## config.mk

```make
export PLATFORM = sky130hd
export DESIGN_NAME = mxts_fifo
export DESIGN_NICKNAME = d
export VERILOG_FILES = /design/src/hdl/mxts_pkg.sv /design/src/hdl/mxts_fifo.sv
export SDC_FILE = /design/constraint.sdc
export NUM_CORES = 1
export LEC_CHECK = 0
export BUFFER_PORTS_ARGS = -buffer_cell sky130_fd_sc_hd__buf_2
export CAP_MARGIN = 30
export CORE_MARGIN = 4
export CORE_UTILIZATION = 30
export CTS_BUF_LIST = sky130_fd_sc_hd__clkbuf_4
export CTS_CLUSTER_SIZE = 20
export DETAILED_ROUTE_END_ITERATION = 7
export HOLD_SLACK_MARGIN = 0.05
export SKIP_CTS_REPAIR_TIMING = 1
export SLEW_MARGIN = 10
export SYNTH_ARGS = -nofsm -noshare
export SYNTH_HDL_FRONTEND = slang
export SYNTH_SLANG_ARGS = --single-unit
```

## constraint.sdc

```tcl
create_clock -name clk_i -period 9.9 [get_ports clk_i]
set_input_delay 0.99 -clock clk_i [delete_from_list [all_inputs] [get_ports clk_i]]
set_output_delay 0.99 -clock clk_i [all_outputs]
set_load 0.01 [all_outputs]
```

## src/hdl/mxts_pkg.sv

```systemverilog
package mxts_pkg;

  // store geometry
  localparam int MAX_TAGS       = 256;
  localparam int MAX_CELLS      = 4;
  localparam int WORDS_PER_CELL = 4;
  localparam int GROUP_SIZE     = 8;
  localparam int BUF_WORDS      = MAX_CELLS * WORDS_PER_CELL;
  localparam int STORE_WORDS    = MAX_TAGS * BUF_WORDS;

  // derived widths
  localparam int STORE_AW = $clog2(STORE_WORDS);
  localparam int BUF_AW   = $clog2(BUF_WORDS);
  localparam int WPT_W    = $clog2(BUF_WORDS + 1);
  localparam int CNT_W    = $clog2(STORE_WORDS + 1);
  localparam int TAGS_W   = $clog2(MAX_TAGS + 1);
  localparam int GSEL_W   = $clog2(GROUP_SIZE);

  // field widths
  localparam int WORD_W     = 64;
  localparam int MODE_W     = 2;
  localparam int TAG_IDX_W  = 8;
  localparam int WIDX_W     = 4;
  localparam int GROUP_W    = 5;
  localparam int MASK_W     = 8;
  localparam int STATUS_W   = 2;
  localparam int CELLS_W    = 3;
  localparam int CFG_IDX_W  = 8;
  localparam int CFG_DATA_W = 16;

  // command queue
  localparam int FIFO_DEPTH = 2;

  // register indexes
  localparam logic [CFG_IDX_W-1:0] CFG_TAG_COUNT = CFG_IDX_W'(0);
  localparam logic [CFG_IDX_W-1:0] CFG_CELLS     = CFG_IDX_W'(1);

  typedef enum logic [MODE_W-1:0] {
    MODE_APPEND,
    MODE_READ,
    MODE_LOAD,
    MODE_XOR
  } mode_e;

  typedef enum logic [STATUS_W-1:0] {
    ST_OK,
    ST_BAD_TAG,
    ST_FULL,
    ST_BAD_WORD
  } status_e;

  typedef enum logic [2:0] {
    OP_NONE,
    OP_APPEND,
    OP_READ,
    OP_LOAD,
    OP_XOR
  } op_e;

  // classified command from front to back
  typedef struct packed {
    op_e                  op;
    logic [STORE_AW-1:0]  addr;
    logic [WORD_W-1:0]    data;
    logic [GROUP_W-1:0]   group;
    logic [MASK_W-1:0]    mask;
    logic [WPT_W-1:0]     wpt;
    status_e              status;
    logic [TAGS_W-1:0]    stored;
  } cmd_t;

endpackage

```

## src/hdl/mxts_fifo.sv

```systemverilog
module mxts_fifo (
  input  logic           clk_i,
  input  logic           rst_ni,
  input  mxts_pkg::cmd_t push_data_i,
  input  logic           push_valid_i,
  output logic           push_ready_o,
  output mxts_pkg::cmd_t pop_data_o,
  output logic           pop_valid_o,
  input  logic           pop_ready_i
);

  localparam int PW = $clog2(mxts_pkg::FIFO_DEPTH);
  localparam int CW = $clog2(mxts_pkg::FIFO_DEPTH + 1);

  mxts_pkg::cmd_t  slot_q [mxts_pkg::FIFO_DEPTH];
  logic [PW-1:0]   wr_ptr_q, rd_ptr_q;
  logic [CW-1:0]   count_q;
  logic            push, pop;

  assign push_ready_o = (count_q != CW'(mxts_pkg::FIFO_DEPTH));
  assign pop_valid_o  = (count_q != '0);
  assign pop_data_o   = slot_q[rd_ptr_q];
  assign push         = push_valid_i && push_ready_o;
  assign pop          = pop_valid_o && pop_ready_i;

  // storage slots
  always_ff @(posedge clk_i) begin
    if (push) begin
      slot_q[wr_ptr_q] <= push_data_i;
    end
  end

  // pointers and fill count
  always_ff @(posedge clk_i or negedge rst_ni) begin
    if (!rst_ni) begin
      wr_ptr_q <= '0;
      rd_ptr_q <= '0;
      count_q  <= '0;
    end else begin
      if (push) begin
        wr_ptr_q <= (wr_ptr_q == PW'(mxts_pkg::FIFO_DEPTH - 1)) ? '0 : wr_ptr_q + 1'b1;
      end
      if (pop) begin
        rd_ptr_q <= (rd_ptr_q == PW'(mxts_pkg::FIFO_DEPTH - 1)) ? '0 : rd_ptr_q + 1'b1;
      end
      if (push && !pop) begin
        count_q <= count_q + 1'b1;
      end else if (pop && !push) begin
        count_q <= count_q - 1'b1;
      end
    end
  end

  a_push_fills: assert property (@(posedge clk_i) disable iff (!rst_ni)
    push |=> (count_q != '0))
    else $error("queue empty right after a push");

endmodule

```

== After elaboration in Yosys (flattened, before gate mapping) ==
Memories as Yosys holds them, arrays and structs flattened.
Cells that the tools add are included.
Operators by class
  add/subtract/negate cells: 4
  multipliers: 0
  divide/modulo/power cells: 0
  $lt $le $gt $ge: 0
  eq/ne operators: 1
  shift-type cells: 0
  mux-type cells: 6
  bitwise gates (word level): 0
  reductions and logical operators: 8
Operators by type and width (number)
  logical AND 1 bit: 4
  2-to-1 mux 1 bit: 4
  2-to-1 mux 2 bit: 2
  nonzero test 2 bit: 2
  adder 1 bit, second input constant: 2
  adder 2 x 1 -> 2 bit, second input constant: 1
  zero test 1 bit: 2
  != test 2 bit, second input constant: 1
  subtractor 2 x 1 -> 2 bit, second input constant: 1
Word-level totals
  bits in registers: 4
  latch bits: 0
  bits in writable memories: 216
  memory bits (read-only): 0
  bits of input ports: 112
  memories: 1
Memories
  slot_q: depth 2, bits a word 108, read ports 1, clocked after memory_dff 0, write ports 1, line mxts_fifo.sv:15  | mxts_pkg::cmd_t slot_q [mxts_pkg::FIFO_DEPTH];

== Longest topological paths before layout ==
Gate-level depths: netlist (run 1).
  depth in word-level cells: 6
  gate-level depth with buffers: 7
  gate-level depth less buffers: 7

== Worst setup path after synthesis (run 1) ==
No wires, ideal clock.
  kind: input to register
  from: input push_valid_i
  to: memory slot_q[0][0] in the netlist's numbering (enable)
  library setup time: 0.576 ns
  arrival: 5.574 ns
  required time: 9.324 ns
  slack: 3.750 ns
  stages: 2
  buffers on the path: 0
  path through: nand2_1 nor2_1
On the way
  word-level cells in the longest chain between the ends: 3
Ends and longest elaborated chain
  start, declared: line mxts_fifo.sv:5  | input logic push_valid_i,
  logical AND 1 bit: line mxts_fifo.sv:23  | assign push = push_valid_i && push_ready_o;
  2-to-1 mux 1 bit: line mxts_fifo.sv:28  | if (push) begin
  2-to-1 mux 1 bit (implied by the code): line mxts_fifo.sv:29  | slot_q[wr_ptr_q] <= push_data_i;
  end, declared: line mxts_fifo.sv:15
No other way between the ends.

==> results of run 1 <==
==> worst paths after layout <==
check	to	slack [ps]	from
min in group clk_i	count_q[1]	510	count_q[1]
max reg2reg	slot_q[0][72]	7350	count_q[0]
max	pop_data_o[100]	6060	rd_ptr_q
min reg2reg	count_q[1]	510	count_q[1]
max in group asynchronous	rd_ptr_q	9590	rst_ni
min	wr_ptr_q	160	rst_ni
==> power groups by stage <==
| stage | Clock, µW | Sequential (µW) | Combinational [µW] |
|---|---|---|---|
| 3_3_place_gp | 0 | 1380 | 826 |
| 5_1_grt | 764 | 1390 | 911 |
| 3_5_place_dp | 0 | 1390 | 850 |
| 4_1_cts | 714 | 1380 | 856 |
| 2_1_floorplan | 0 | 1350 | 573 |
| 6_report | 673 | 1370 | 831 |
==> cell usage in the layout (no fill, tap or decap) <==
master | Yosys | routed
and3_4 | 0 | 1
buf_4 | 0 | 4
mux2_2 | 98 | 98
buf_16 | 0 | 1
inv_1 | 1 | 1
clkinv_2 | 0 | 4
nand2b_1 | 1 | 1
inv_2 | 0 | 1
xor2_1 | 2 | 2
clkbuf_4 | 0 | 73
dfrtp_1 | 4 | 3
clkinv_1 | 0 | 13
dfrtp_4 | 0 | 1
buf_2 | 9 | 221
ha_1 | 1 | 1
nand2_1 | 2 | 2
xnor2_1 | 3 | 3
or2_2 | 1 | 1
mux2_4 | 10 | 10
edfxtp_1 | 216 | 216
nor2_4 | 0 | 1
nor2_1 | 2 | 1
==> flip-flops by register name, summed over array words and instances, names as in the netlist <==
name	flops
slot_q	216
count_q	2
rd_ptr_q	1
wr_ptr_q	1
==> metrics by stage <==
step	cells	setup WS (ps)	power, µW	instance area (µm²)	hold WS [ps]
after floorplan	354	3750	1930	8010	456
after global placement	902	6680	2210	9510	474
after detailed placement	903	6600	2240	9530	477
after CTS	994	5870	2950	10200	66.8
after global routing	994	5810	3070	10200	72.7
final	994	6060	2870	10200	156
==> logic make-up after synthesis <==
group                      after synthesis  share of synthesized area (%)
adders and majority gates                1                          0.156
and+or+nand+nor                          7                          0.422
buffers and inverters                   13                           1.03
xor gates and xnor gates                 5                          0.547
muxes                                  108                           15.6
DFF                                    220                           82.2
==> final cells by class <==
| class | count | share of cell area (%) |
|---|---|---|
| Tap cell | 335 | 4.13 |
| Timing Repair Buffer | 226 | 11.5 |
| Clock inverter | 18 | 0.715 |
| Sequential cell | 220 | 64.9 |
| Multi-Input combinational cell | 121 | 13.4 |
| Clock buffer | 73 | 5.40 |
| Inverter | 1 | 0.0370 |
==> metal layers <==
| metal | vias up | wire length, µm | GRT usage [%] |
|---|---|---|---|
| li1 | 1977 | - | - |
| met1 | 2020 | 5960 | 11.6 |
| met2 | 191 | 8220 | 18.4 |
| met3 | 38 | 1670 | 4.83 |
| met4 | 2 | 393 | 4.51 |
| met5 | - | 12 | 0 |
==> results.yml, run 1 <==
outcome:
  status: "complete, no violations"
yosys:
  yosysTopAreaCell: "edfxtp_1"
  synth_nets: 467
  yosys-top-cells-area: "edfxtp_1, mux2_2, mux2_4"
  ys.flop_type: "edfxtp_1"
  netlist_instances: 354
  synth_warnings: 0
  async_reset_ff_share_pct: 1.82
  synth.yosys.seq_area_share_pct: 82.2
  netlist_area_um2: 8010
  ys_ff_latch: 220
  yosysMostFrequentCell: "edfxtp_1"
  synth.distinct_cells: 15
  ys_top_cells_by_count: "edfxtp_1, mux2_2, mux2_4, buf_2, dfrtp_1"
  yosysTopAreaCellShare_pct: 80.9
  synth_edf_count: 216
  syn_area_per_cell_um2: 22.6
placed_design:
  place_congestion: 0.717
  io_buffers: 221
  hpwlAfterDp_mm: 11.0
setup_path:
  critical-path-top-delay-family: "flip-flops"
  cp.depth: 3
  cpPeakStageDelay_ps: 900
  worst-path-buf-inv: 2
  crit_path_cell_trace: "buf_4 -> mux2_2 -> buf_2"
  start_kind: "flip-flop"
  ff2ff_path_depth: 5
  cp-end-kind: "primary output"
  critPathKind: "flip-flop to primary output"
  cp.arrival_ps: 2850
  slowest_stage: "dfrtp_4"
  path_max_fanout: 55
  crit_required_ps: 8910
finish:
  area_growth_syn_to_layout_pct: 26.7
  nNetsFinal: 740
  drive_above_1_share_pct: 63.1
  seqCellArea_um2: 6590
  n_fill_cell: 2467
  fin_util_pct: 38.9
  multi_input_area_um2: 1360
  diodes: 0
global_routing:
  grt_pass1_vias: 4831
  grt_max_degree: 56
  grt-ovfl-total: 0
  antenna_found_initial: 1
  grt_usage_pct: 10.8
  grt_first_pass_wirelength_mm: 24.7
sta:
  period_needed_ps: 3840
  setup_violations: 0
  rsz0062_at_grt: "false"
  skew_ps: 28.4
  period_share_pct: 38.8
  fmax_mhz: 260
  worst_pin_slew_ps: 798
  hold_viol: 0
  slew_violations: 0
  slew_headroom_pct: 46.8
  finalSetupTns_ps: 0
floorplan:
  ioPinCount: 222
  start_util_pct: 30.7
  coreArea_um2: 26100
  die_y_um: 171
  die_area_um2: 29400
  die_x_um: 171
  num_rows: 59
clock_network:
  cts_tree: "yes"
  clk_pin_slew_ps: 60
  root_buffer: "clkbuf_4"
  clockBufferDepth: 3
  cts_buffers: 57
  cts.sinks: 220
  cts.htree.levels: 2
  insertion_delay_ps: 630
power:
  p_leak_uw: 0.00384
  peakVddDrop_v: 0.000120
  seq_power_share_pct: 47.7
  swShare_pct: 30.0
  p_switching_uw: 861
  p_int_uw: 2010
  combPwrFrac_pct: 28.9
  power_density_nw_per_um2: 283
  clock_power_share_pct: 23.4
routing:
  routed_wl_mm: 16.2
  dr.first_iter.drc_count: 123
  drt_first_pass_iters: 4
  vias_per_cell: 4.25
  drc: 0
  ant_nets: 0
  wire_per_inst_um: 16.3
  vias: 4228
job:
  cap_violations: 0
worst_hold_path:
  hp-class: "input pin to asynchronous set/reset pin"
No activity file was read; power rests on OpenSTA's default activity.
==> run 2: changes to the inputs <==
clock period = 3.4 ns   (was 9.9 ns; I/O delays follow)
==> results.yml, run 2 (synthesis results as in run 1) <==
outcome:
  status: "complete, no violations"
clock_network:
  root_buffer: "clkbuf_4"
  cts.htree.levels: 2
  insertion_delay_ps: 620
  cts.sinks: 220
  clk_pin_slew_ps: 70
  clockBufferDepth: 3
  cts_tree: "yes"
  cts_buffers: 56
floorplan:
  num_rows: 59
  coreArea_um2: 26100
  die_y_um: 171
  start_util_pct: 30.7
  ioPinCount: 222
  die_area_um2: 29400
  die_x_um: 171
setup_path:
  worst-path-buf-inv: 2
  start_kind: "flip-flop"
  critical-path-top-delay-family: "flip-flops"
  slowest_stage: "dfrtp_4"
  path_max_fanout: 44
  critPathKind: "flip-flop to primary output"
  crit_path_cell_trace: "buf_4 -> mux2_2 -> buf_2"
  rrSetupSlack_ps: 1320
  cpPeakStageDelay_ps: 850
  cp-end-kind: "primary output"
  cp.arrival_ps: 2490
  crit_required_ps: 3060
finish:
  n_fill_cell: 2325
  multi_input_area_um2: 1360
  top_register: "slot_q"
  area_growth_syn_to_layout_pct: 41.9
  fin_util_pct: 43.5
  mostFrequentLayoutCell: "buf_2"
  drive_above_1_share_pct: 54.0
  final_cell_mix: "buf_2, edfxtp_1, dlygate4sd3_1"
  reg_top3: "slot_q x216, count_q x2"
  largest_reg_flops: 216
  seqCellArea_um2: 6590
  nNetsFinal: 853
placed_design:
  io_buffers: 221
  place_congestion: 0.764
  hpwlAfterDp_mm: 10.9
sta:
  rsz0062_at_grt: "false"
  period_needed_ps: 2830
  hold_viol: 0
  period_share_pct: 83.2
  setup_violations: 0
  fmax_mhz: 353
  slew_violations: 0
  worst_pin_slew_ps: 653
  finalSetupTns_ps: 0
  slew_headroom_pct: 56.5
  skew_ps: 23.2
routing:
  ant_nets: 0
  wire_per_inst_um: 15.7
  drc: 0
  dr.first_iter.drc_count: 208
  drt_first_pass_iters: 4
  vias: 4694
  routed_wl_mm: 17.5
  vias_per_cell: 4.21
global_routing:
  grt_first_pass_wirelength_mm: 24.6
  grt_usage_pct: 10.7
  grt_pass1_vias: 4861
  antenna_found_initial: 2
  grt_max_degree: 48
  grt-ovfl-total: 0
job:
  cap_violations: 0
power:
  power_density_nw_per_um2: 769
  peakVddDrop_v: 0.000415
  p_leak_uw: 0.00436
worst_hold_path:
  hp-class: "input pin to flip-flop"
[run 2: changes by cell type in the layout (fill, tap and decap cells not counted), sizes merged]
| cell | previous run | this run |
|---|---|---|
| buf | 226 | 229 |
| clkinv | 17 | 22 |
| dlygate4sd3 | 0 | 111 |
| inv | 2 | 1 |
| bufinv | 0 | 2 |
| diode | 0 | 2 |
[run 2: final cells by class]
cell class / count / share of cell area [%]
Antenna cell: 2 / 0.0440
Clock buffer: 73 / 4.82
Clock inverter: 24 / 1.31
Inverter: 1 / 0.0330
Multi-Input combinational cell: 121 / 11.9
Sequential cell: 220 / 57.9
Tap cell: 335 / 3.69
Timing Repair Buffer: 340 / 20.2
[run 2: path summary, 6_finish.rpt]
kind | start | end | depth (start not counted)
setup / recovery | rd_ptr_q | pop_data_o[48] | 3
hold / removal | push_valid_i | wr_ptr_q | 3
setup reg to reg | count_q[0] | slot_q[0][33] | 4
hold reg to reg | count_q[1] | count_q[1] | 1
max in group asynchronous | rst_ni | rd_ptr_q | 3
min in group asynchronous | rst_ni | count_q[0] | 3
[run 2: routing by layer]
metal  track usage (%)  wire, µm  vias up
met4              4.72       415        0
met1              12.0      7060     2247
met3              4.32      1350       40
met5                 0         0        -
met2              18.0      8720      190
li1                  -         -     2217
[run 2: worst reg2reg max path, stage by stage (launching register included)]
cell      delay (ps)
dfrtp_1          420
nand2b_1         190
nand2_1          150
nor2_4           490
buf_4            440
[run 2: where the power goes]
group          total (µW)  internal, µW  switching (µW)
Clock                2180          1160            1020
Sequential           3960          3710             250
Combinational        2610          1260            1350
[run 2: through the flow]
| step | hold slack (ps) | instance area [µm²] | total power [µW] | std cells | setup slack (ps) |
|---|---|---|---|---|---|
| global route | 54.0 | 11400 | 9280 | 1116 | 398 |
| CTS | -572 | 10300 | 8800 | 1003 | 463 |
| floorplan | 44.4 | 8020 | 5560 | 354 | 649 |
| finish | 94.8 | 11400 | 8750 | 1116 | 570 |
| detailed placement | 157 | 9560 | 6570 | 906 | 1180 |
| global placement | 152 | 9560 | 6500 | 906 | 1270 |
