--- config.mk ---
export PLATFORM = sky130hd
export DESIGN_NAME = mxts_front_flat
export DESIGN_NICKNAME = d
export VERILOG_FILES = /design/src/hdl/mxts_pkg.sv /design/src/hdl/mxts_if.sv /design/src/hdl/mxts_front.sv /design/src/flat_wrapper.sv
export SDC_FILE = /design/constraint.sdc
export NUM_CORES = 1
export LEC_CHECK = 0
export BUFFER_PORTS_ARGS = -buffer_cell sky130_fd_sc_hd__buf_4
export CORE_MARGIN = 1.5
export CORE_UTILIZATION = 50
export CTS_CLUSTER_SIZE = 8
export DETAILED_ROUTE_END_ITERATION = 12
export PLACE_DENSITY = 0.81
export SKIP_CTS_REPAIR_TIMING = 1
export SYNTH_ARGS = -nofsm -noshare
export SYNTH_HDL_FRONTEND = slang
export SYNTH_SLANG_ARGS = --single-unit
--- constraint.sdc ---
create_clock -name clk_i -period 25.9 [get_ports clk_i]
set_input_delay 7.77 -clock clk_i [delete_from_list [all_inputs] [get_ports clk_i]]
set_output_delay 7.77 -clock clk_i [all_outputs]
set_load 0.005 [all_outputs]
--- src/hdl/mxts_pkg.sv ---
package mxts_pkg;

  // store geometry
  localparam int MAX_TAGS       = 256;
  localparam int MAX_CELLS      = 4;
  localparam int WORDS_PER_CELL = 4;
  localparam int GROUP_SIZE     = 8;
  localparam int BUF_WORDS      = MAX_CELLS * WORDS_PER_CELL;
  localparam int STORE_WORDS    = MAX_TAGS * BUF_WORDS;

  // derived widths
  localparam int STORE_AW = $clog2(STORE_WORDS);
  localparam int BUF_AW   = $clog2(BUF_WORDS);
  localparam int WPT_W    = $clog2(BUF_WORDS + 1);
  localparam int CNT_W    = $clog2(STORE_WORDS + 1);
  localparam int TAGS_W   = $clog2(MAX_TAGS + 1);
  localparam int GSEL_W   = $clog2(GROUP_SIZE);

  // field widths
  localparam int WORD_W     = 64;
  localparam int MODE_W     = 2;
  localparam int TAG_IDX_W  = 8;
  localparam int WIDX_W     = 4;
  localparam int GROUP_W    = 5;
  localparam int MASK_W     = 8;
  localparam int STATUS_W   = 2;
  localparam int CELLS_W    = 3;
  localparam int CFG_IDX_W  = 8;
  localparam int CFG_DATA_W = 16;

  // command queue
  localparam int FIFO_DEPTH = 2;

  // register indexes
  localparam logic [CFG_IDX_W-1:0] CFG_TAG_COUNT = CFG_IDX_W'(0);
  localparam logic [CFG_IDX_W-1:0] CFG_CELLS     = CFG_IDX_W'(1);

  typedef enum logic [MODE_W-1:0] {
    MODE_APPEND,
    MODE_READ,
    MODE_LOAD,
    MODE_XOR
  } mode_e;

  typedef enum logic [STATUS_W-1:0] {
    ST_OK,
    ST_BAD_TAG,
    ST_FULL,
    ST_BAD_WORD
  } status_e;

  typedef enum logic [2:0] {
    OP_NONE,
    OP_APPEND,
    OP_READ,
    OP_LOAD,
    OP_XOR
  } op_e;

  // classified command from front to back
  typedef struct packed {
    op_e                  op;
    logic [STORE_AW-1:0]  addr;
    logic [WORD_W-1:0]    data;
    logic [GROUP_W-1:0]   group;
    logic [MASK_W-1:0]    mask;
    logic [WPT_W-1:0]     wpt;
    status_e              status;
    logic [TAGS_W-1:0]    stored;
  } cmd_t;

endpackage

--- src/hdl/mxts_if.sv ---
interface mxts_in_if;
  logic                             valid;
  logic                             ready;
  logic [mxts_pkg::MODE_W-1:0]      mode;
  logic [mxts_pkg::TAG_IDX_W-1:0]   tag_index;
  logic [mxts_pkg::WIDX_W-1:0]      word_index;
  logic [mxts_pkg::WORD_W-1:0]      data_word;
  logic [mxts_pkg::GROUP_W-1:0]     group_index;
  logic [mxts_pkg::MASK_W-1:0]      select_mask;

  modport source (output valid, mode, tag_index, word_index, data_word, group_index,
                  select_mask, input ready);
  modport sink (input valid, mode, tag_index, word_index, data_word, group_index,
                select_mask, output ready);
endinterface


interface mxts_cfg_if;
  logic                             valid;
  logic                             ready;
  logic [mxts_pkg::CFG_IDX_W-1:0]   reg_index;
  logic [mxts_pkg::CFG_DATA_W-1:0]  wdata;

  modport source (output valid, reg_index, wdata, input ready);
  modport sink (input valid, reg_index, wdata, output ready);
endinterface

--- src/hdl/mxts_front.sv ---
module mxts_front (
  input  logic           clk_i,
  input  logic           rst_ni,
  mxts_in_if.sink        in_i,
  mxts_cfg_if.sink       cfg_i,
  output mxts_pkg::cmd_t cmd_o,
  output logic           cmd_valid_o,
  input  logic           cmd_ready_i
);

  // x / 3 as (x * 683) >> 11, exact for x below 2048
  localparam int DIV3_MUL = 683;
  localparam int DIV3_SH  = 11;
  localparam int QW       = mxts_pkg::CNT_W - 2;

  logic [8:0]                     tag_count_q, tag_count_d;
  logic [mxts_pkg::CELLS_W-1:0]   cells_q, cells_d;
  logic [mxts_pkg::CNT_W-1:0]     words_q, words_d;
  logic [mxts_pkg::TAGS_W-1:0]    stored_q, stored_d;

  logic [mxts_pkg::CELLS_W-1:0]   cells_eff;
  logic [mxts_pkg::WPT_W-1:0]     wpt;
  logic [mxts_pkg::CNT_W-1:0]     cap;
  logic [8:0]                     limit;
  logic [mxts_pkg::CNT_W-1:0]     rd_prod;
  logic [mxts_pkg::MASK_W-1:0]    mask_eff;
  logic [mxts_pkg::TAG_IDX_W-1:0] entry;
  logic                           in_xfer;
  mxts_pkg::mode_e                mode;

  function automatic logic [mxts_pkg::CELLS_W-1:0] eff_cells(
    input logic [mxts_pkg::CELLS_W-1:0] c
  );
    logic [mxts_pkg::CELLS_W-1:0] r;
    r = c;
    if (c == '0) begin
      r = mxts_pkg::CELLS_W'(1);
    end else if (c > mxts_pkg::CELLS_W'(mxts_pkg::MAX_CELLS)) begin
      r = mxts_pkg::CELLS_W'(mxts_pkg::MAX_CELLS);
    end
    return r;
  endfunction

  // complete tags held by a word count, saturated
  function automatic logic [mxts_pkg::TAGS_W-1:0] tags_of(
    input logic [mxts_pkg::CNT_W-1:0]   w,
    input logic [mxts_pkg::CELLS_W-1:0] c
  );
    logic [QW-1:0]        x;
    logic [QW+9:0]        p;
    logic [QW-1:0]        n;
    x = w[mxts_pkg::CNT_W-1:2];
    p = (QW+10)'(x) * (QW+10)'(DIV3_MUL);
    case (c)
      3'd1:    n = x;
      3'd2:    n = x >> 1;
      3'd3:    n = QW'(p >> DIV3_SH);
      default: n = x >> 2;
    endcase
    if (n > QW'(mxts_pkg::MAX_TAGS)) begin
      n = QW'(mxts_pkg::MAX_TAGS);
    end
    return mxts_pkg::TAGS_W'(n);
  endfunction

  assign cfg_i.ready = 1'b1;
  assign in_i.ready  = cmd_ready_i;
  assign cmd_valid_o = in_i.valid;
  assign in_xfer     = in_i.valid && cmd_ready_i;
  assign mode        = mxts_pkg::mode_e'(in_i.mode);

  // effective configuration
  assign cells_eff = eff_cells(cells_q);
  assign wpt       = mxts_pkg::WPT_W'({cells_eff, 2'b00});
  assign cap       = mxts_pkg::CNT_W'(wpt) << $clog2(mxts_pkg::MAX_TAGS);
  assign limit     = (tag_count_q > 9'(mxts_pkg::MAX_TAGS)) ? 9'(mxts_pkg::MAX_TAGS)
                                                             : tag_count_q;
  assign rd_prod   = mxts_pkg::CNT_W'(in_i.tag_index) * mxts_pkg::CNT_W'(wpt);

  // selection byte restricted to entries below the tag count
  always_comb begin
    mask_eff = '0;
    entry    = '0;
    for (int j = 0; j < mxts_pkg::GROUP_SIZE; j++) begin
      entry = {in_i.group_index, mxts_pkg::GSEL_W'(j)};
      mask_eff[j] = in_i.select_mask[j] && ({1'b0, entry} < limit);
    end
  end

  // classify the item
  always_comb begin
    words_d       = words_q;
    cmd_o         = '0;
    cmd_o.op      = mxts_pkg::OP_NONE;
    cmd_o.status  = mxts_pkg::ST_OK;
    cmd_o.data    = in_i.data_word;
    cmd_o.group   = in_i.group_index;
    cmd_o.wpt     = wpt;
    case (mode)
      mxts_pkg::MODE_APPEND: begin
        if (words_q >= cap) begin
          cmd_o.status = mxts_pkg::ST_FULL;
        end else begin
          cmd_o.op   = mxts_pkg::OP_APPEND;
          cmd_o.addr = words_q[mxts_pkg::STORE_AW-1:0];
          if (in_xfer) begin
            words_d = words_q + 1'b1;
          end
        end
      end
      mxts_pkg::MODE_READ: begin
        if ({1'b0, in_i.tag_index} >= stored_q) begin
          cmd_o.status = mxts_pkg::ST_BAD_TAG;
        end else if (mxts_pkg::WPT_W'(in_i.word_index) >= wpt) begin
          cmd_o.status = mxts_pkg::ST_BAD_WORD;
        end else begin
          cmd_o.op   = mxts_pkg::OP_READ;
          cmd_o.addr = mxts_pkg::STORE_AW'(rd_prod + mxts_pkg::CNT_W'(in_i.word_index));
        end
      end
      mxts_pkg::MODE_LOAD: begin
        if (mxts_pkg::WPT_W'(in_i.word_index) >= wpt) begin
          cmd_o.status = mxts_pkg::ST_BAD_WORD;
        end else begin
          cmd_o.op   = mxts_pkg::OP_LOAD;
          cmd_o.addr = mxts_pkg::STORE_AW'(in_i.word_index);
        end
      end
      mxts_pkg::MODE_XOR: begin
        cmd_o.op   = mxts_pkg::OP_XOR;
        cmd_o.mask = mask_eff;
      end
      default: begin
        cmd_o.op = mxts_pkg::OP_NONE;
      end
    endcase
    cmd_o.stored = stored_d;
  end

  // configuration writes
  always_comb begin
    tag_count_d = tag_count_q;
    cells_d     = cells_q;
    if (cfg_i.valid) begin
      case (cfg_i.reg_index)
        mxts_pkg::CFG_TAG_COUNT: tag_count_d = cfg_i.wdata[8:0];
        mxts_pkg::CFG_CELLS:     cells_d     = cfg_i.wdata[mxts_pkg::CELLS_W-1:0];
        default: begin
          tag_count_d = tag_count_q;
        end
      endcase
    end
  end

  // stored tag count tracks the word count and tag size
  assign stored_d = tags_of(words_d, eff_cells(cells_d));

  always_ff @(posedge clk_i or negedge rst_ni) begin
    if (!rst_ni) begin
      tag_count_q <= 9'(mxts_pkg::MAX_TAGS);
      cells_q     <= mxts_pkg::CELLS_W'(1);
      words_q     <= '0;
      stored_q    <= '0;
    end else begin
      tag_count_q <= tag_count_d;
      cells_q     <= cells_d;
      words_q     <= words_d;
      stored_q    <= stored_d;
    end
  end

endmodule

--- src/flat_wrapper.sv ---
// flat-port wrapper written by rule: the top's interface ports become plain ports
module mxts_front_flat 
  (clk_i, rst_ni, cmd_o, cmd_valid_o, cmd_ready_i, in_i_valid, in_i_mode, in_i_tag_index, in_i_word_index, in_i_data_word, in_i_group_index, in_i_select_mask, in_i_ready, cfg_i_valid, cfg_i_reg_index, cfg_i_wdata, cfg_i_ready);
  mxts_in_if in_i_i ();
  mxts_cfg_if cfg_i_i ();
  input  logic clk_i;
  input  logic rst_ni;
  output mxts_pkg::cmd_t cmd_o;
  output logic cmd_valid_o;
  input  logic cmd_ready_i;
  input wire logic [$bits(in_i_i.valid)-1:0] in_i_valid;
  input wire logic [$bits(in_i_i.mode)-1:0] in_i_mode;
  input wire logic [$bits(in_i_i.tag_index)-1:0] in_i_tag_index;
  input wire logic [$bits(in_i_i.word_index)-1:0] in_i_word_index;
  input wire logic [$bits(in_i_i.data_word)-1:0] in_i_data_word;
  input wire logic [$bits(in_i_i.group_index)-1:0] in_i_group_index;
  input wire logic [$bits(in_i_i.select_mask)-1:0] in_i_select_mask;
  output wire logic [$bits(in_i_i.ready)-1:0] in_i_ready;
  input wire logic [$bits(cfg_i_i.valid)-1:0] cfg_i_valid;
  input wire logic [$bits(cfg_i_i.reg_index)-1:0] cfg_i_reg_index;
  input wire logic [$bits(cfg_i_i.wdata)-1:0] cfg_i_wdata;
  output wire logic [$bits(cfg_i_i.ready)-1:0] cfg_i_ready;
  assign in_i_i.valid = in_i_valid;
  assign in_i_i.mode = in_i_mode;
  assign in_i_i.tag_index = in_i_tag_index;
  assign in_i_i.word_index = in_i_word_index;
  assign in_i_i.data_word = in_i_data_word;
  assign in_i_i.group_index = in_i_group_index;
  assign in_i_i.select_mask = in_i_select_mask;
  assign in_i_ready = in_i_i.ready;
  assign cfg_i_i.valid = cfg_i_valid;
  assign cfg_i_i.reg_index = cfg_i_reg_index;
  assign cfg_i_i.wdata = cfg_i_wdata;
  assign cfg_i_ready = cfg_i_i.ready;
  mxts_front u_core (.clk_i(clk_i), .rst_ni(rst_ni), .in_i(in_i_i), .cfg_i(cfg_i_i), .cmd_o(cmd_o), .cmd_valid_o(cmd_valid_o), .cmd_ready_i(cmd_ready_i));
endmodule
# [After elaboration in Yosys (flattened, before gate mapping)]
# Cells that the tools add are included.
# Widths: inputs -> output; s select.
[totals] ff_bits=34 out_inout_bits=111 elab_cells=70 input_bits=120
[op_classes] n_reduce_logical=15 eq_ne=7 bitwise=1 muxes=23 n_addsub=2 magnitude_cmp=15 n_mul=2
[op_table] op="$lt 8x9->1" count=8
[op_table] op="$mux 13" count=4
[op_table] op="$mux 14" count=3
[op_table] op="$pmux 12 s3" count=1
[op_table] op="$pmux 11 s3" count=1
[op_table] op="$mul 11x10->21 const B" count=1
[op_table] op="$mux 3" count=6
[op_table] op="$mux 9" count=2
[op_table] op="$add 13x1->13 const B" count=1
[op_table] op="$ge 13x13->1" count=1
[op_table] op="$add 12x4->12" count=1
[op_table] op="$pmux 3 s4" count=1
[op_table] op="$gt 11x9->1 const B" count=1
[op_table] op="$mul 8x3->10" count=1
[op_table] op="$ge 8x9->1" count=1
[op_table] op="$gt 9x9->1 const B" count=1
[op_table] op="$logic_and 1x1->1" count=9
[op_table] op="$eq 8x1->1 const B" count=1
[op_table] op="$logic_not 8->1" count=1
[op_table] op="$mux 8" count=1
[op_table] op="$eq 3x2->1 const B" count=2
[op_table] op="$gt 3x3->1 const B" count=2
[op_table] op="$logic_not 3->1" count=2
[op_table] op="$mux 2" count=3
[op_table] op="other kinds (9)" count=10

# [Logic depth before layout (Yosys ltp)]
[logic_depth] depth_word=10 mapped_depth=32 ltp_nobuf=29

# [Worst setup path after synthesis]
# No wires, ideal clock.
[synth_timing] path_type="input port to output port" start="input in_i_mode[1]" end="output cmd_o[2] (netlist name)" arrival_time_ns=13.780 path_slack_ns=4.350 stages=25 cell_sequence="a211o_1 -> or3_4 -> buf_6 -> nor3_2 -> xor2_1 -> ha_1 -> inv_1 -> fa_1 -> inv_1 -> fa_1 -> fa_1 -> inv_1 -> fa_1 -> inv_1 -> ha_1 -> nand2_1 -> or3_1 -> nor3_1 -> o211ai_2 -> a31oi_1 -> o21ai_0 -> a31o_2 -> o31ai_4 -> inv_1 -> nor2_1"
[synth_rtl] element="from (decl)" line_no="flat_wrapper.sv:12" text="input wire logic [$bits(in_i_i.mode)-1:0] in_i_mode;"
[synth_rtl] element="to (decl)" line_no="flat_wrapper.sv:8" text="output mxts_pkg::cmd_t cmd_o;"

==> impl_metrics.csv <==
group,metric,value,unit
floorplan,die_x,115,um
routing,drt_iter0_drc,408,
flow_run,cap_violations,0,
grt,grt_pass1_wl,24800,um
placement,placed_area,0.00657,mm2
sta,setup_viol,0,
sta,period_share,87.8,%
yosys,synth_area,0.00627,mm2
clock_tree,cts_buffers,5,
yosys,synth_area_per_cell,8.28,um2
setup_path,path_class,"input pin to output pin",
sta,hold_viol,0,
power,p_leak,3.55,nW
grt,grt_usage,23.6,%
sta,finalClockSkew,0.00393,ns
sta,fin_crit,22.73,ns
final_layout,fin_nets,1022,
clock_tree,root_buffer,"clkbuf_16",
final_layout,n_antenna_cell,0,
setup_path,cp-start-kind,"input pin",
grt,grt_max_degree,35,
setup_path,r2r_end,"u_core.stored_q[4]$_DFF_PN0_",
floorplan,fp-row-count,40,
grt,grt_use_met1,30.4,%
yosys,yosys_warnings,0,
floorplan,chipHeight,115,um
routing,post_drt_wl_per_cell,16.5,um
setup_path,endpoint_kind,"output pin",
run_status,status,"completed",
routing,postRouteWirelength,15500,um
final_layout,n_fill_cell,1114,
final_layout,final_area,0.00674,mm2
clock_tree,cts_tree,"done",
placement,place.gp.congestion,1.00,
yosys,synth-seq-cells,34,
setup_path,crit_path_start,"in_i_mode[1]",
floorplan,start_util,51.7,%
grt,grt_remaining_overflow,0,
yosys,async_flop_share,100,%
setup_path,crit_end,"cmd_o[4]",
placement,portBuffers,92,
final_layout,layout-drive-gt1-share,17.3,%
min_path,worstHoldStart,"u_core.tag_count_q[5]$_DFFE_PN0P_",
placement,dp_hpwl,12800,um
floorplan,fp.coreArea,0.0121,mm2
yosys,synth_cells,757,
sta,max_freq,44.0,MHz
yosys,synth_flop_cell,"dfrtp_1",
yosys,synth-edff-count,0,
routing,drc,0,
routing,ant_nets,0,
floorplan,die_area,0.0132,mm2
power,power.density,37.9,mW/mm2
grt,grt_pass1_vias,5144,
yosys,ys_seq_area_share,13.6,%
setup_path,crit_required,18.13,ns
setup_path,reg2reg_depth,26,
floorplan,floorplan.io_pins,231,
min_path,worstHoldPathType,"register to register",
routing,vias,5301,
clock_tree,cts_sinks,34,
grt,grt_antenna_before_repair,0,
sta,max_slew_margin,22.0,%
sta,slew_viol_final,0,
sta,worst_slew_pin_slew,1.16,ns
sta,rsz0062_at_grt,"no",
setup_path,rrSetupSlack,17.22,ns
grt,busiest_layer,"met2",
power,irDropWorstVdd,0.0000222,V
routing,firstDrtPassIters,7,
routing,avgViaCountPerCell,5.63,
clock_tree,path_clk_slew,0.05,ns
setup_path,worst_ep_arrival_time,14.96,ns
grt,grt_use_met3,2.64,%
clock_tree,htreeDepth,2,
clock_tree,clk_latency,0.28,ns
sta,tns,0,ns
clock_tree,clock_path_buffers,2,
yosys,synthDistinctLibCells,72,
setup_path,reg2reg_from,"u_core.cells_q[2]$_DFF_PN0_",
setup_path,path_max_fanout,13,
final_layout,syn_to_final_growth,7.53,%
grt,grtUsageMet2,40.5,%
[synth_stat cells (5+ instances only)]
library cell / instances / share of area [%]
a21o_1: 14 / 1.7
a21oi_1: 30 / 2.4
a221oi_1: 6 / 0.84
a22oi_1: 6 / 0.72
a31oi_1: 6 / 0.60
and2_1: 12 / 1.2
and3_1: 6 / 0.60
buf_4: 74 / 8.9
clkbuf_1: 10 / 0.60
dfrtp_1: 32 / 13
fa_1: 34 / 11
ha_1: 95 / 19
inv_1: 112 / 6.7
mux2_2: 9 / 1.6
mux2i_1: 7 / 1.1
nand2_1: 65 / 3.9
nand3_1: 12 / 0.96
nand4_1: 5 / 0.50
nor2_1: 40 / 2.4
nor3_1: 9 / 0.72
nor3b_1: 6 / 0.72
nor4_1: 8 / 0.80
o21ai_0: 37 / 3.0
o21bai_1: 7 / 0.84
o31a_1: 5 / 0.70
or2_2: 5 / 0.50
or3_1: 5 / 0.50
xnor2_1: 17 / 2.4
xor2_1: 11 / 1.5
[worst min path at each step]
stage | endpoint | slack (ns) | cells after the start
finish | u_core.tag_count_q[5]$_DFFE_PN0P_ | 0.51 | 1
global placement | u_core.tag_count_q[5]$_DFFE_PN0P_ | 0.49 | 1
floorplan | u_core.tag_count_q[3]$_DFFE_PN0P_ | 0.48 | 1
detailed placement | u_core.tag_count_q[5]$_DFFE_PN0P_ | 0.50 | 1
global route | u_core.tag_count_q[5]$_DFFE_PN0P_ | 0.53 | 1
CTS | u_core.tag_count_q[5]$_DFFE_PN0P_ | 0.51 | 1
[cells by family (layout without fill, tap and decap cells)]
kind of cell,after synthesis,after routing,synth area share [%]
other cells,2,3,0.120
fa+ha+maj,129,129,29.8
compound gates,147,147,15.8
mux,17,17,3.10
flops,34,34,13.6
xor+xnor,29,29,4.17
simple gates,200,200,16.8
buf+inv,199,215,16.6
[state kept, by name (all words and copies together), names as in the netlist]
signal / flops
u_core.cells_q: 3
u_core.stored_q: 9
u_core.tag_count_q: 9
u_core.words_q: 13
[per-layer routing]
| layer | wire (um) | vias up | part of all wire [%] |
|---|---|---|---|
| met2 | 7460 | 206 | 48 |
| li1 | - | 2544 | - |
| met1 | 6830 | 2512 | 44 |
| met5 | 0 | - | 0 |
| met3 | 777 | 39 | 5.0 |
| met4 | 434 | 0 | 2.8 |
[per-stage QoR]
step                worst slack (ns)  cells  utilization [%]  total power, mW  hold slack (ns)
floorplan                       4.35    758                -            0.159            0.481
global placement                3.34    934             54.3            0.183            0.492
detailed placement              3.31    934             54.3            0.187            0.499
CTS                             3.28    942             55.6            0.255            0.511
global route                    2.84    942             55.6            0.274            0.529
finish                          3.17    942             55.6            0.255            0.508
[area by class of cell]
| cell class | count | area, um2 | share of cell area [%] |
|---|---|---|---|
| multi-input cells | 525 | 4380 | 64.9 |
| flip-flops and latches | 34 | 853 | 12.7 |
| repair buffers | 95 | 713 | 10.6 |
| inverters | 112 | 420 | 6.24 |
| well taps | 168 | 210 | 3.12 |
| clock buffers | 5 | 125 | 1.86 |
| clock inverters | 3 | 40.0 | 0.594 |
[critical path, cell delays in order]
cell	delay, ns
buf_4	0.13
a211o_1	0.27
or3_4	0.50
nor4_1	0.39
xnor2_1	0.38
inv_1	0.36
ha_1	0.38
ha_1	0.35
fa_1	0.52
fa_1	0.51
inv_1	0.05
fa_1	0.49
inv_1	0.04
ha_1	0.36
nand2_1	0.12
or3_1	0.44
nor3_1	0.25
o211ai_2	0.17
a31oi_1	0.28
o21ai_0	0.11
a31o_2	0.27
o31ai_4	0.31
a41oi_1	0.11
nor2_1	0.25
buf_4	0.16
[cells in the final DEF (no fill, tap or decap), types with 9 or more instances in the layout]
master,n
ha_1,95
a21o_1,14
dfrtp_1,32
nand2_1,65
buf_4,95
nor3_1,9
xor2_1,11
o21ai_0,37
a21oi_1,30
fa_1,34
nor2_1,40
inv_1,112
and2_1,12
mux2_2,9
xnor2_1,17
nand3_1,12
[power by group]
| part | leakage, nW | internal, mW | switching (mW) |
|---|---|---|---|
| clock network | 0.0836 | 0.0450 | 0.0219 |
| registers | 0.448 | 0.0574 | 0.00645 |
| logic | 3.02 | 0.0523 | 0.0723 |
(Power assumes the default switching activity.)
